--- src/sv/rgbc_pkg.sv ---
package rgbc_pkg;

    localparam int DEF_MAX_WIDTH  = 1024;
    localparam int DEF_MAX_HEIGHT = 1024;
    localparam int DIM_W          = 11;
    localparam int POS_W          = 10;
    localparam int SUM_W          = 14;
    localparam int BOX_RECIP      = 3641;   // 2^15 / 9, exact for sums below 2300
    localparam int BOX_RECIP_SH   = 15;

    typedef enum logic [1:0] {
        REG_FRAME_WIDTH  = 2'd0,
        REG_FRAME_HEIGHT = 2'd1,
        REG_FILTER_MODE  = 2'd2,
        REG_UNUSED       = 2'd3
    } reg_index_t;

    typedef enum logic [1:0] {
        MODE_EDGE    = 2'd0,
        MODE_SHARPEN = 2'd1,
        MODE_BOX     = 2'd2,
        MODE_GAUSS   = 2'd3
    } filter_mode_t;

    typedef struct packed {
        logic [7:0] in_red;
        logic [7:0] in_green;
        logic [7:0] in_blue;
    } pix_t;

    // index 0 is the top row of the column
    typedef pix_t [2:0] column_t;

    typedef struct packed {
        logic [POS_W-1:0] out_row;
        logic [POS_W-1:0] out_col;
        logic [7:0]       out_red;
        logic [7:0]       out_green;
        logic [7:0]       out_blue;
        logic             pass_through;
        logic             frame_done;
    } res_t;

    // round, scale and clamp a raw kernel sum
    function automatic logic [7:0] scale_clamp(input logic signed [SUM_W-1:0] sum,
                                               input filter_mode_t mode);
        logic [11:0]             box_x;
        logic [23:0]             box_p;
        logic signed [SUM_W-1:0] g;
        logic signed [SUM_W-1:0] v;
        box_x = 12'(sum + 14'sd4);
        box_p = {12'd0, box_x} * 24'(BOX_RECIP);
        g     = (sum + 14'sd8) >>> 4;
        unique case (mode)
            MODE_BOX:   v = signed'({5'd0, box_p[BOX_RECIP_SH +: 9]});
            MODE_GAUSS: v = g;
            default:    v = sum;
        endcase
        if (v < 0)
            scale_clamp = 8'd0;
        else if (v > 14'sd255)
            scale_clamp = 8'd255;
        else
            scale_clamp = v[7:0];
    endfunction

endpackage

--- src/sv/rgbc_cell.sv ---
// one window column, handed on to the older neighbor on each shift
module rgbc_cell (
    input  logic              clk,
    input  logic              rst_n,
    input  logic              shift,
    input  rgbc_pkg::column_t col_in,
    output rgbc_pkg::column_t col_out
);
    rgbc_pkg::column_t col_reg;

    always_ff @(posedge clk or negedge rst_n)
    begin
        if (!rst_n)
            col_reg <= '0;
        else if (shift)
            col_reg <= col_in;
    end

    assign col_out = col_reg;
endmodule

--- config.mk ---
export PLATFORM = sky130hd
export DESIGN_NAME = rgbc_cell
export DESIGN_NICKNAME = d
export VERILOG_FILES = /design/src/sv/rgbc_pkg.sv /design/src/sv/rgbc_cell.sv
export SDC_FILE = /design/constraint.sdc
export NUM_CORES = 1
export LEC_CHECK = 0
export BUFFER_PORTS_ARGS = -buffer_cell sky130_fd_sc_hd__buf_2
export CORE_UTILIZATION = 46
export DETAILED_ROUTE_END_ITERATION = 6
export PLACE_DENSITY_LB_ADDON = 0.05
export SYNTH_ARGS = -nofsm -noshare
export SYNTH_HDL_FRONTEND = slang
export SYNTH_SLANG_ARGS = --single-unit
--- constraint.sdc ---
create_clock -name clk -period 0.8 [get_ports clk]
set_input_delay 0.12 -clock clk [delete_from_list [all_inputs] [get_ports clk]]
set_output_delay 0.12 -clock clk [all_outputs]
set_load 0.02 [all_outputs]
==> metrics.txt <==
total gr overflow=0; initial core utilization=0.4767; Yosys top cell area share=0.5953; H-tree Lvls=3; syn_nets=between 200 and 250; critical path depth=1; CTS buffer count=9; Crit Path Class=reg -> out; Yosys cell types=5; Synth Area in Adders=0; yosys synthesis warning count=0; Area growth syn-to-layout=63.79%; Final setup viols=between 100 and 150; largest net degree at the start of global routing=29; Post-synth EDFFs=0; die area=slightly below 7000 um2; Tcrit/Tclk final=1.265; Clock transition at path regs=around 80 ps; Post-Syn Instances=around 150; HP Class=in -> reg; xor/xnor share of the synthesized area=0; Residual DRC=0; DRT Wirelength=approximately 6700 um; Max Cap Viol=0; final hold violations=0; 1st-iter DRT viols=44; skew final=0 ps; Antenna Cells=0; io pins=approximately 150; initial antenna violation count=0; post-synthesis sequential area ratio=0.5953; Worst Hold Depth=2; final slew viol count=0; violated checks=setup timing; Synth async-reset ratio=1.000; Fillers=around 400; mux contribution to synthesized area=0.3547; vias=between 1500 and 2000; Slowest cell on crit path=dfrtp_2; CTS tree=yes; All-Layer GR Usage=0.2044; clock latency on the worst-skew pair=between 300 and 400 ps; Final WS setup=-211.7 ps; Root Buffer=clkbuf_8; Area contributors post-synth=dfrtp_1 60%, mux2_4 35%, buf_12 4.6%, mux2_2 0.74%, buf_6 0.37%; main flop type after synthesis=dfrtp_1; RePlAce Congestion=0.7044; most frequent cells after synthesis=72 x dfrtp_1, 70 x mux2_4, 7 x buf_12; Buffers & Inverters on Critical Path=1; CP max stage delay=~430 ps; #FFs+latches synth=~70; vias in the first global route=about 2200; Die W=83.12 um; CTS sink count=72; CP startpoint kind=flip-flop; Mapped Avg Cell Area=19.91 um2; most frequent cell after synthesis=dfrtp_1; Slew headroom=0.8217; worst endpoint data arrival time=approximately 900 ps; DRT Pass-1 Iters=4; final instance area=4957 um2; power per cell area=2054 nW/um2; fraction of layout cells with a size suffix above 1=0.9741; Setup crit end kind=primary output; CP cell instances=buf_6; compound-cell area share of the yosys netlist=0; Antenna Violating Nets Remaining=0; CP max FO=2; WHS=~17 ps; Post-Synth Simple-Gate Area=0; crit-path leading delay family=flip-flops; IO buf count=~150; worst vdd ir=1502 uV; RSZ-0062 raised after global routing=true; r2r worst-path depth=2; Critical Path RT=680 ps; Post-Syn Area=between 3000 and 4000 um2; dpl cell area=between 3000 and 4000 um2; Largest register FFs=72; LEAKAGE=2.440 nW; routed vias/inst=4.700; Tmin final=1012 ps; Max Clk Rate=988.4 MHz; CTS Buffer Depth=2; status=finished, violations left; post-synth top area cell=dfrtp_1; Slew @ Worst Pin=267.5 ps; Final #Nets=417; wire per inst=roughly 16 um; first-pass GRT wire length=10910 um; Die Height=83.12 um; DP Wirelength=around 4200 um; largest family of logic cells by synthesized area=multiplexers; row count=29; core box area=~6300 um2
[power breakdown]
group	switching [mW]	internal, mW
combinational	1.00	1.65
sequential	0.305	4.07
clock	1.32	1.84
total	2.63	7.56
[repair_timing]
action / CTS / global route
setup buffers: 21 / 5
gates resized for setup: 153 / 17
hold endpoints to repair: 75 / 4
pin swaps: 0 / 0
setup endpoints to repair: 73 / 134
gates cloned: 0 / 0
hold buffers: 4 / 4
[layer usage]
metal | vias to the layer above | GRT usage | wire length [um]
li1 | 911 | - | -
met2 | 90 | 0.3316 | 3203
met3 | 8 | 0.06262 | 479
met1 | 984 | 0.2625 | 2926
met4 | 0 | 0.06583 | 70
met5 | - | 0 | 0
[area by class of cell]
cell class / instances / area (um2) / share of cell area
clock buffer: 11 / 141.4 / 0.02852
clock inverter: 5 / 80.08 / 0.01615
multi-input combinational: 72 / 1081 / 0.2181
sequential: 72 / 1892 / 0.3816
tap: 77 / 96.34 / 0.01943
timing repair buffer: 187 / 1667 / 0.3362
[stage by stage]
stage | total power [mW] | std cells | TNS, ps | utilization | worst slack, ps
2_1_floorplan | 5.553 | 152 | -1583 | - | -22.24
3_3_place_gp | 6.215 | 374 | -8648 | 0.6162 | -145.4
3_5_place_dp | 6.235 | 374 | -10020 | 0.6162 | -168.6
4_1_cts | 10.13 | 415 | -17110 | 0.7584 | -225.8
5_1_grt | 10.62 | 424 | -20110 | 0.7807 | -249.2
6_report | 10.18 | 424 | -16680 | 0.7807 | -211.7
[path summary, 6_finish.rpt]
check	from	to	slack, ps
max reg2reg	col_out[4]$_DFFE_PN0P_	col_out[4]$_DFFE_PN0P_	-110
min reg2reg	col_out[41]$_DFFE_PN0P_	col_out[41]$_DFFE_PN0P_	530
max in group asynchronous	rst_n	col_out[49]$_DFFE_PN0P_	130
max	col_out[19]$_DFFE_PN0P_	col_out[19]	-210
min in group asynchronous	rst_n	col_out[52]$_DFFE_PN0P_	220
min	col_in[35]	col_out[35]$_DFFE_PN0P_	20
[cell families after synthesis]
kind of cell	Yosys count
buffers and inverters	8
flip-flops	72
multiplexers	72
[layout by cell type, fill, tap and decap left out]
| cell type | count |
|---|---|
| dfrtp_2 | 72 |
| mux2_4 | 72 |
| clkinvlp_4 | 2 |
| buf_6 | 96 |
| buf_2 | 72 |
| clkinv_2 | 1 |
| buf_4 | 6 |
| clkbuf_1 | 1 |
| clkbuf_8 | 10 |
| dlygate4sd3_1 | 8 |
| buf_12 | 5 |
| bufinv_16 | 2 |
No activity file was read; power rests on OpenSTA's default activity.
