==> src/sv/rgbc_pkg.sv <==
package rgbc_pkg;

    localparam int DEF_MAX_WIDTH  = 1024;
    localparam int DEF_MAX_HEIGHT = 1024;
    localparam int DIM_W          = 11;
    localparam int POS_W          = 10;
    localparam int SUM_W          = 14;
    localparam int BOX_RECIP      = 3641;   // 2^15 / 9, exact for sums below 2300
    localparam int BOX_RECIP_SH   = 15;

    typedef enum logic [1:0] {
        REG_FRAME_WIDTH  = 2'd0,
        REG_FRAME_HEIGHT = 2'd1,
        REG_FILTER_MODE  = 2'd2,
        REG_UNUSED       = 2'd3
    } reg_index_t;

    typedef enum logic [1:0] {
        MODE_EDGE    = 2'd0,
        MODE_SHARPEN = 2'd1,
        MODE_BOX     = 2'd2,
        MODE_GAUSS   = 2'd3
    } filter_mode_t;

    typedef struct packed {
        logic [7:0] in_red;
        logic [7:0] in_green;
        logic [7:0] in_blue;
    } pix_t;

    // index 0 is the top row of the column
    typedef pix_t [2:0] column_t;

    typedef struct packed {
        logic [POS_W-1:0] out_row;
        logic [POS_W-1:0] out_col;
        logic [7:0]       out_red;
        logic [7:0]       out_green;
        logic [7:0]       out_blue;
        logic             pass_through;
        logic             frame_done;
    } res_t;

    // round, scale and clamp a raw kernel sum
    function automatic logic [7:0] scale_clamp(input logic signed [SUM_W-1:0] sum,
                                               input filter_mode_t mode);
        logic [11:0]             box_x;
        logic [23:0]             box_p;
        logic signed [SUM_W-1:0] g;
        logic signed [SUM_W-1:0] v;
        box_x = 12'(sum + 14'sd4);
        box_p = {12'd0, box_x} * 24'(BOX_RECIP);
        g     = (sum + 14'sd8) >>> 4;
        unique case (mode)
            MODE_BOX:   v = signed'({5'd0, box_p[BOX_RECIP_SH +: 9]});
            MODE_GAUSS: v = g;
            default:    v = sum;
        endcase
        if (v < 0)
            scale_clamp = 8'd0;
        else if (v > 14'sd255)
            scale_clamp = 8'd255;
        else
            scale_clamp = v[7:0];
    endfunction

endpackage

==> src/sv/rgbc_conv.sv <==
// raw 3x3 kernel sum for one channel, mode picks the weights
module rgbc_conv (
    input  logic [2:0][2:0][7:0]              win,  // [column][row]
    input  rgbc_pkg::filter_mode_t            mode,
    output logic signed [rgbc_pkg::SUM_W-1:0] sum
);
    logic signed [rgbc_pkg::SUM_W-1:0] ctr;
    logic signed [rgbc_pkg::SUM_W-1:0] edges;
    logic signed [rgbc_pkg::SUM_W-1:0] corners;

    always_comb
    begin
        ctr     = signed'({6'd0, win[1][1]});
        edges   = signed'({6'd0, win[1][0]}) + signed'({6'd0, win[1][2]})
                + signed'({6'd0, win[0][1]}) + signed'({6'd0, win[2][1]});
        corners = signed'({6'd0, win[0][0]}) + signed'({6'd0, win[0][2]})
                + signed'({6'd0, win[2][0]}) + signed'({6'd0, win[2][2]});
        unique case (mode)
            rgbc_pkg::MODE_EDGE:    sum = (ctr <<< 3) - edges - corners;
            rgbc_pkg::MODE_SHARPEN: sum = (ctr <<< 2) + ctr - edges;
            rgbc_pkg::MODE_BOX:     sum = ctr + edges + corners;
            rgbc_pkg::MODE_GAUSS:   sum = corners + (edges <<< 1) + (ctr <<< 2);
            default:                sum = '0;
        endcase
    end
endmodule
==> config.mk <==
export PLATFORM = sky130hd
export DESIGN_NAME = rgbc_conv
export DESIGN_NICKNAME = d
export VERILOG_FILES = /design/src/sv/rgbc_pkg.sv /design/src/sv/rgbc_conv.sv
export SDC_FILE = /design/constraint.sdc
export NUM_CORES = 1
export LEC_CHECK = 0
export ABC_CLOCK_PERIOD_IN_PS = 11090
export BUFFER_PORTS_ARGS = -buffer_cell sky130_fd_sc_hd__buf_2
export CAP_MARGIN = 20
export CORE_MARGIN = 3
export CORE_UTILIZATION = 25
export DETAILED_ROUTE_END_ITERATION = 10
export SETUP_SLACK_MARGIN = 0.5
export SYNTH_ARGS = -nofsm -noshare
export SYNTH_HDL_FRONTEND = slang
export SYNTH_SLANG_ARGS = --single-unit
==> constraint.sdc <==
create_clock -name vclk -period 11.09
set_input_delay 2.218 -clock vclk [all_inputs]
set_output_delay 2.218 -clock vclk [all_outputs]
set_load 0.005 [all_outputs]
==> results of run 1 <==
[metrics by stage]
stage / util [%] / hold slack, ns / setup slack [ns] / instance area, um2
global placement: 29.6 / 4.97 / 1.03 / 5130
finish: 29.6 / 4.96 / 1.05 / 5130
global route: 29.6 / 5.05 / 0.687 / 5130
detailed placement: 29.6 / 4.97 / 1.03 / 5130
floorplan: - / 4.80 / 1.76 / 4460
CTS: 29.6 / 4.98 / 1.01 / 5130
[routing by layer]
layer  track usage (%)  routed length (um)  up-vias
met5                 0                   0        -
met4             0.357                  36        0
met3             0.412                 424        2
met2              18.7                5050       73
met1              14.9                4850     1708
li1                  -                   -     1905
[how the worst min path moves through the flow]
stage                     startpoint  endpoint  slack, ns  cells past startpoint
after floorplan              win[64]    sum[0]       4.80                      5
after global placement       mode[1]    sum[0]       4.97                      4
after detailed placement     mode[1]    sum[0]       4.97                      4
after CTS                    mode[1]    sum[0]       4.98                      4
after global routing         mode[1]   sum[10]       5.05                      3
final                        mode[1]    sum[0]       4.96                      4
[logic make-up after synthesis]
group                    synth area share (%)
multiplexers                             4.52
adder cells (fa/ha/maj)                  46.0
AND/OR/NAND/NOR                          11.0
XOR/XNOR                                 10.5
buffers and inverters                    11.4
AO/OA/AOI/OAI                            16.5
[synth_stat cells (2+ instances only)]
master / instances
inv_1: 123
ha_1: 71
fa_1: 57
a21oi_1: 35
xnor2_1: 35
nor2_1: 25
o21ai_0: 18
nand2_1: 17
xor2_1: 14
nor3_1: 13
a21o_1: 10
mux4_2: 8
o21a_1: 8
nand3_1: 7
nor2b_1: 6
o21bai_1: 6
a31oi_1: 4
clkbuf_1: 4
a211o_1: 3
a211oi_1: 3
a21boi_0: 3
nand2b_1: 3
nor4b_1: 3
o31a_1: 3
or4_1: 3
a21o_2: 2
and3_1: 2
buf_2: 2
nand4_1: 2
o2111ai_1: 2
o211ai_1: 2
o31ai_1: 2
o41ai_1: 2
[worst max-delay path: stages]
cell	delay, ns
buf_2	0.07
inv_1	0.04
fa_1	0.54
inv_1	0.06
fa_1	0.45
ha_1	0.26
fa_1	0.43
xor2_1	0.31
inv_1	0.18
ha_1	0.37
a2111oi_0	0.44
nor3_1	0.13
maj3_1	0.44
xnor2_1	0.16
ha_1	0.34
a21oi_1	0.14
a31oi_1	0.09
a21o_1	0.23
a21oi_1	0.22
xnor3_1	0.23
or2_1	0.22
a22oi_2	0.11
buf_2	0.13
[cell type report]
class / count / area [um2]
Multi-Input combinational cell: 394 / 3950
Timing Repair Buffer: 88 / 440
Fill cell: 1893 / 12200
Tap cell: 225 / 282
Inverter: 123 / 462
==> reports/metrics.yaml, run 1 <==
cap_violations: 0
crit_path_end: "sum[10]"
drtPass1Iterations: 4
yosysTopAreaCellShare_pct: 25.6
synth_cells: 526
max_slew_margin_pct: 55.8
vias: 3688
routed_via_density: 4.44
post_cts_resize_count: 0
wire_per_inst_um: 12.5
layout.cells.non_filler: 830
drt.antenna.violating_nets: 0
initial_utilization_pct: 25.7
dr.first_iter.drc_count: 138
seq_area_um2: 0
layout_common_cells: "inv_1, buf_2, ha_1"
hold_viol: 0
num_rows: 48
nNetsFinal: 809
final_common_cell: "inv_1"
postCtsSetupBuffers: 0
cp.required_ns: 8.87
syn-num-nets: 728
finalMaxSlewViolations: 0
finalCritPeriodShare_pct: 90.5
synthTopCellsByArea: "fa_1, ha_1, inv_1"
nClkBuffers: 0
grt_pass1_wl_um: 17400
yosysSeqAreaShare_pct: 0
grt_max_degree: 25
grt.total_usage_pct: 10.5
avgSynthCellArea_um2: 8.48
fin_crit_ns: 10.04
portBuffers: 88
status: "completed"
antennaDiodeCount: 0
dp_hpwl_um: 9420
drc: 0
core_area_um2: 17400
synthToLayoutAreaGrowth_pct: 15.1
min_path_type: "input port to output pin"
critPathLaunchType: "input port"
synth.distinct_cells: 61
finalSetupViolations: 0
antenna_found_initial: 0
rsz0062_at_grt: "false"
netlist_area_um2: 4460
floorplan.die.height_um: 140
grt_pass1_vias: 3622
crit_fanout: 5
gr-total-overflow: 0
ys_warn_count: 0
synth_area_leader_cell: "fa_1"
startpoint: "win[9]"
design.seq.count: 0
tightestPinTransition_ns: 0.659
arrival_ns: 7.82
dp_cells: 830
die_x_um: 140
ctsHoldBuffers: 0
place_congestion: 0.879
fmax_mhz: 99.6
io_pins: 88
drive_above_1_share_pct: 17.9
cp-end-kind: "output pin"
criticalPathCategory: "input port to output pin"
dieArea_um2: 19500
drt-total-wl_um: 10400
setup_tns_ns: 0
Power of run 1 is left out: the tool's default activity adds up to more than one toggle a clock period on the data nets, which glitch-free logic cannot reach.
==> run 2, diff against run 1 <==
--- a/config.mk
+++ b/config.mk
@@ -9,8 +9,9 @@
 export BUFFER_PORTS_ARGS = -buffer_cell sky130_fd_sc_hd__buf_2
 export CAP_MARGIN = 20
 export CORE_MARGIN = 3
-export CORE_UTILIZATION = 25
+export CORE_UTILIZATION = 50
 export DETAILED_ROUTE_END_ITERATION = 10
+export PLACE_DENSITY = 0.73
 export SETUP_SLACK_MARGIN = 0.5
 export SYNTH_ARGS = -nofsm -noshare
 export SYNTH_HDL_FRONTEND = slang
==> run 2 against run 1 <==
First-iteration DRC count is 3.6% higher. Global-route usage is 8.9 points higher. Critical path depth stayed put. Highest routed layer unchanged.
==> reports/metrics.yaml, run 2 (synthesis results as in run 1) <==
cp-end-kind: "output pin"
criticalPathCategory: "input port to output pin"
ctsHoldBuffers: 0
grt.total_usage_pct: 19.4
final_common_cell: "inv_1"
top_usage_layer: "met2"
tightestPinTransition_ns: 0.663
drive_above_1_share_pct: 17.9
drt-total-wl_um: 9620
slowest_delay_ns: 0.53
die_x_um: 100
grt_pass1_vias: 3691
nNetsFinal: 809
post_cts_resize_count: 0
arrival_ns: 7.76
seq_area_um2: 0
grt_max_degree: 25
antennaDiodeCount: 0
place_congestion: 0.943
design.seq.count: 0
wire_per_inst_um: 13.5
cp_num_buf_inv: 5
io_pins: 88
nClkBuffers: 0
cap_violations: 0
setup_tns_ns: 0
place_area_um2: 4980
drt.antenna.violating_nets: 0
drc: 0
layout_common_cells: "inv_1, buf_2, ha_1"
gr-total-overflow: 0
vias: 3742
fmax_mhz: 100
met3_usage_pct: 0.417
finalSetupViolations: 0
fin_area_um2: 4980
drtPass1Iterations: 4
core_area_um2: 8420
synthToLayoutAreaGrowth_pct: 11.8
status: "completed"
slowest_stage: "fa_1"
holdPathStages: 4
hold_viol: 0
n_fill_cell: 781
path_depth: 23
gr-usage-met1_pct: 25.7
finalCritPeriodShare_pct: 90.0
rsz0062_at_grt: "false"
postCtsSetupBuffers: 0
grtUsageMet2_pct: 35.6
dieArea_um2: 10100
crit_fanout: 5
crit_family: "adder cells"
num_rows: 33
portBuffers: 88
floorplan.die.height_um: 100
min_path_type: "input port to output pin"
cp.required_ns: 8.87
antenna_found_initial: 0
finalMaxSlewViolations: 0
grt_pass1_wl_um: 16300
max_slew_margin_pct: 55.5
routed_via_density: 5.27
cp_cell_sequence: "buf_2 > inv_1 > fa_1 > inv_1 > fa_1 > ha_1 > fa_1 > xor2_1 > inv_1 > ha_1 > a2111oi_0 > nor3_1 > maj3_1 > xnor2_1 > ha_1 > a21oi_1 > a31oi_1 > a21o_1 > a21oi_1 > xnor3_1 > or2_1 > a22oi_2 > buf_2"
fin_crit_ns: 9.98
dp_hpwl_um: 8730
critPathLaunchType: "input port"
dr.first_iter.drc_count: 143
initial_utilization_pct: 52.9
[run 2: cell counts in the layout (fill, tap and decap cells not counted)]
Identical to the previous run, type by type.
[run 2: metal layers]
layer  share of wire [%]  vias to the layer above
li1                    -                     1912
met1                  43                     1752
met2                  52                       64
met3                 3.2                       14
met4                 1.7                        0
met5                   0                        -
[run 2: layout make-up]
cell class | instances | area, um2 | share of cell area (%)
inverter | 123 | 462 | 9.26
timing repair buffer | 88 | 440 | 8.84
tap | 105 | 131 | 2.64
multi-input combinational | 394 | 3950 | 79.3
[run 2: path summary, 6_finish.rpt]
kind | startpoint | end | slack, ns
hold / removal | mode[1] | sum[0] | 4.96
setup / recovery | win[9] | sum[10] | 1.11
[run 2: metrics by stage]
| stage | util, % | hold slack, ns | setup WS (ns) | instances |
|---|---|---|---|---|
| finish | 59.2 | 4.96 | 1.11 | 710 |
| global route | 59.2 | 5.01 | 0.677 | 710 |
| CTS | 59.2 | 4.97 | 1.11 | 710 |
| detailed placement | 59.2 | 4.96 | 1.12 | 710 |
| global placement | 59.2 | 4.95 | 1.17 | 710 |
| floorplan | - | 4.80 | 1.76 | 526 |
Power of run 2 is left out for the same reason.
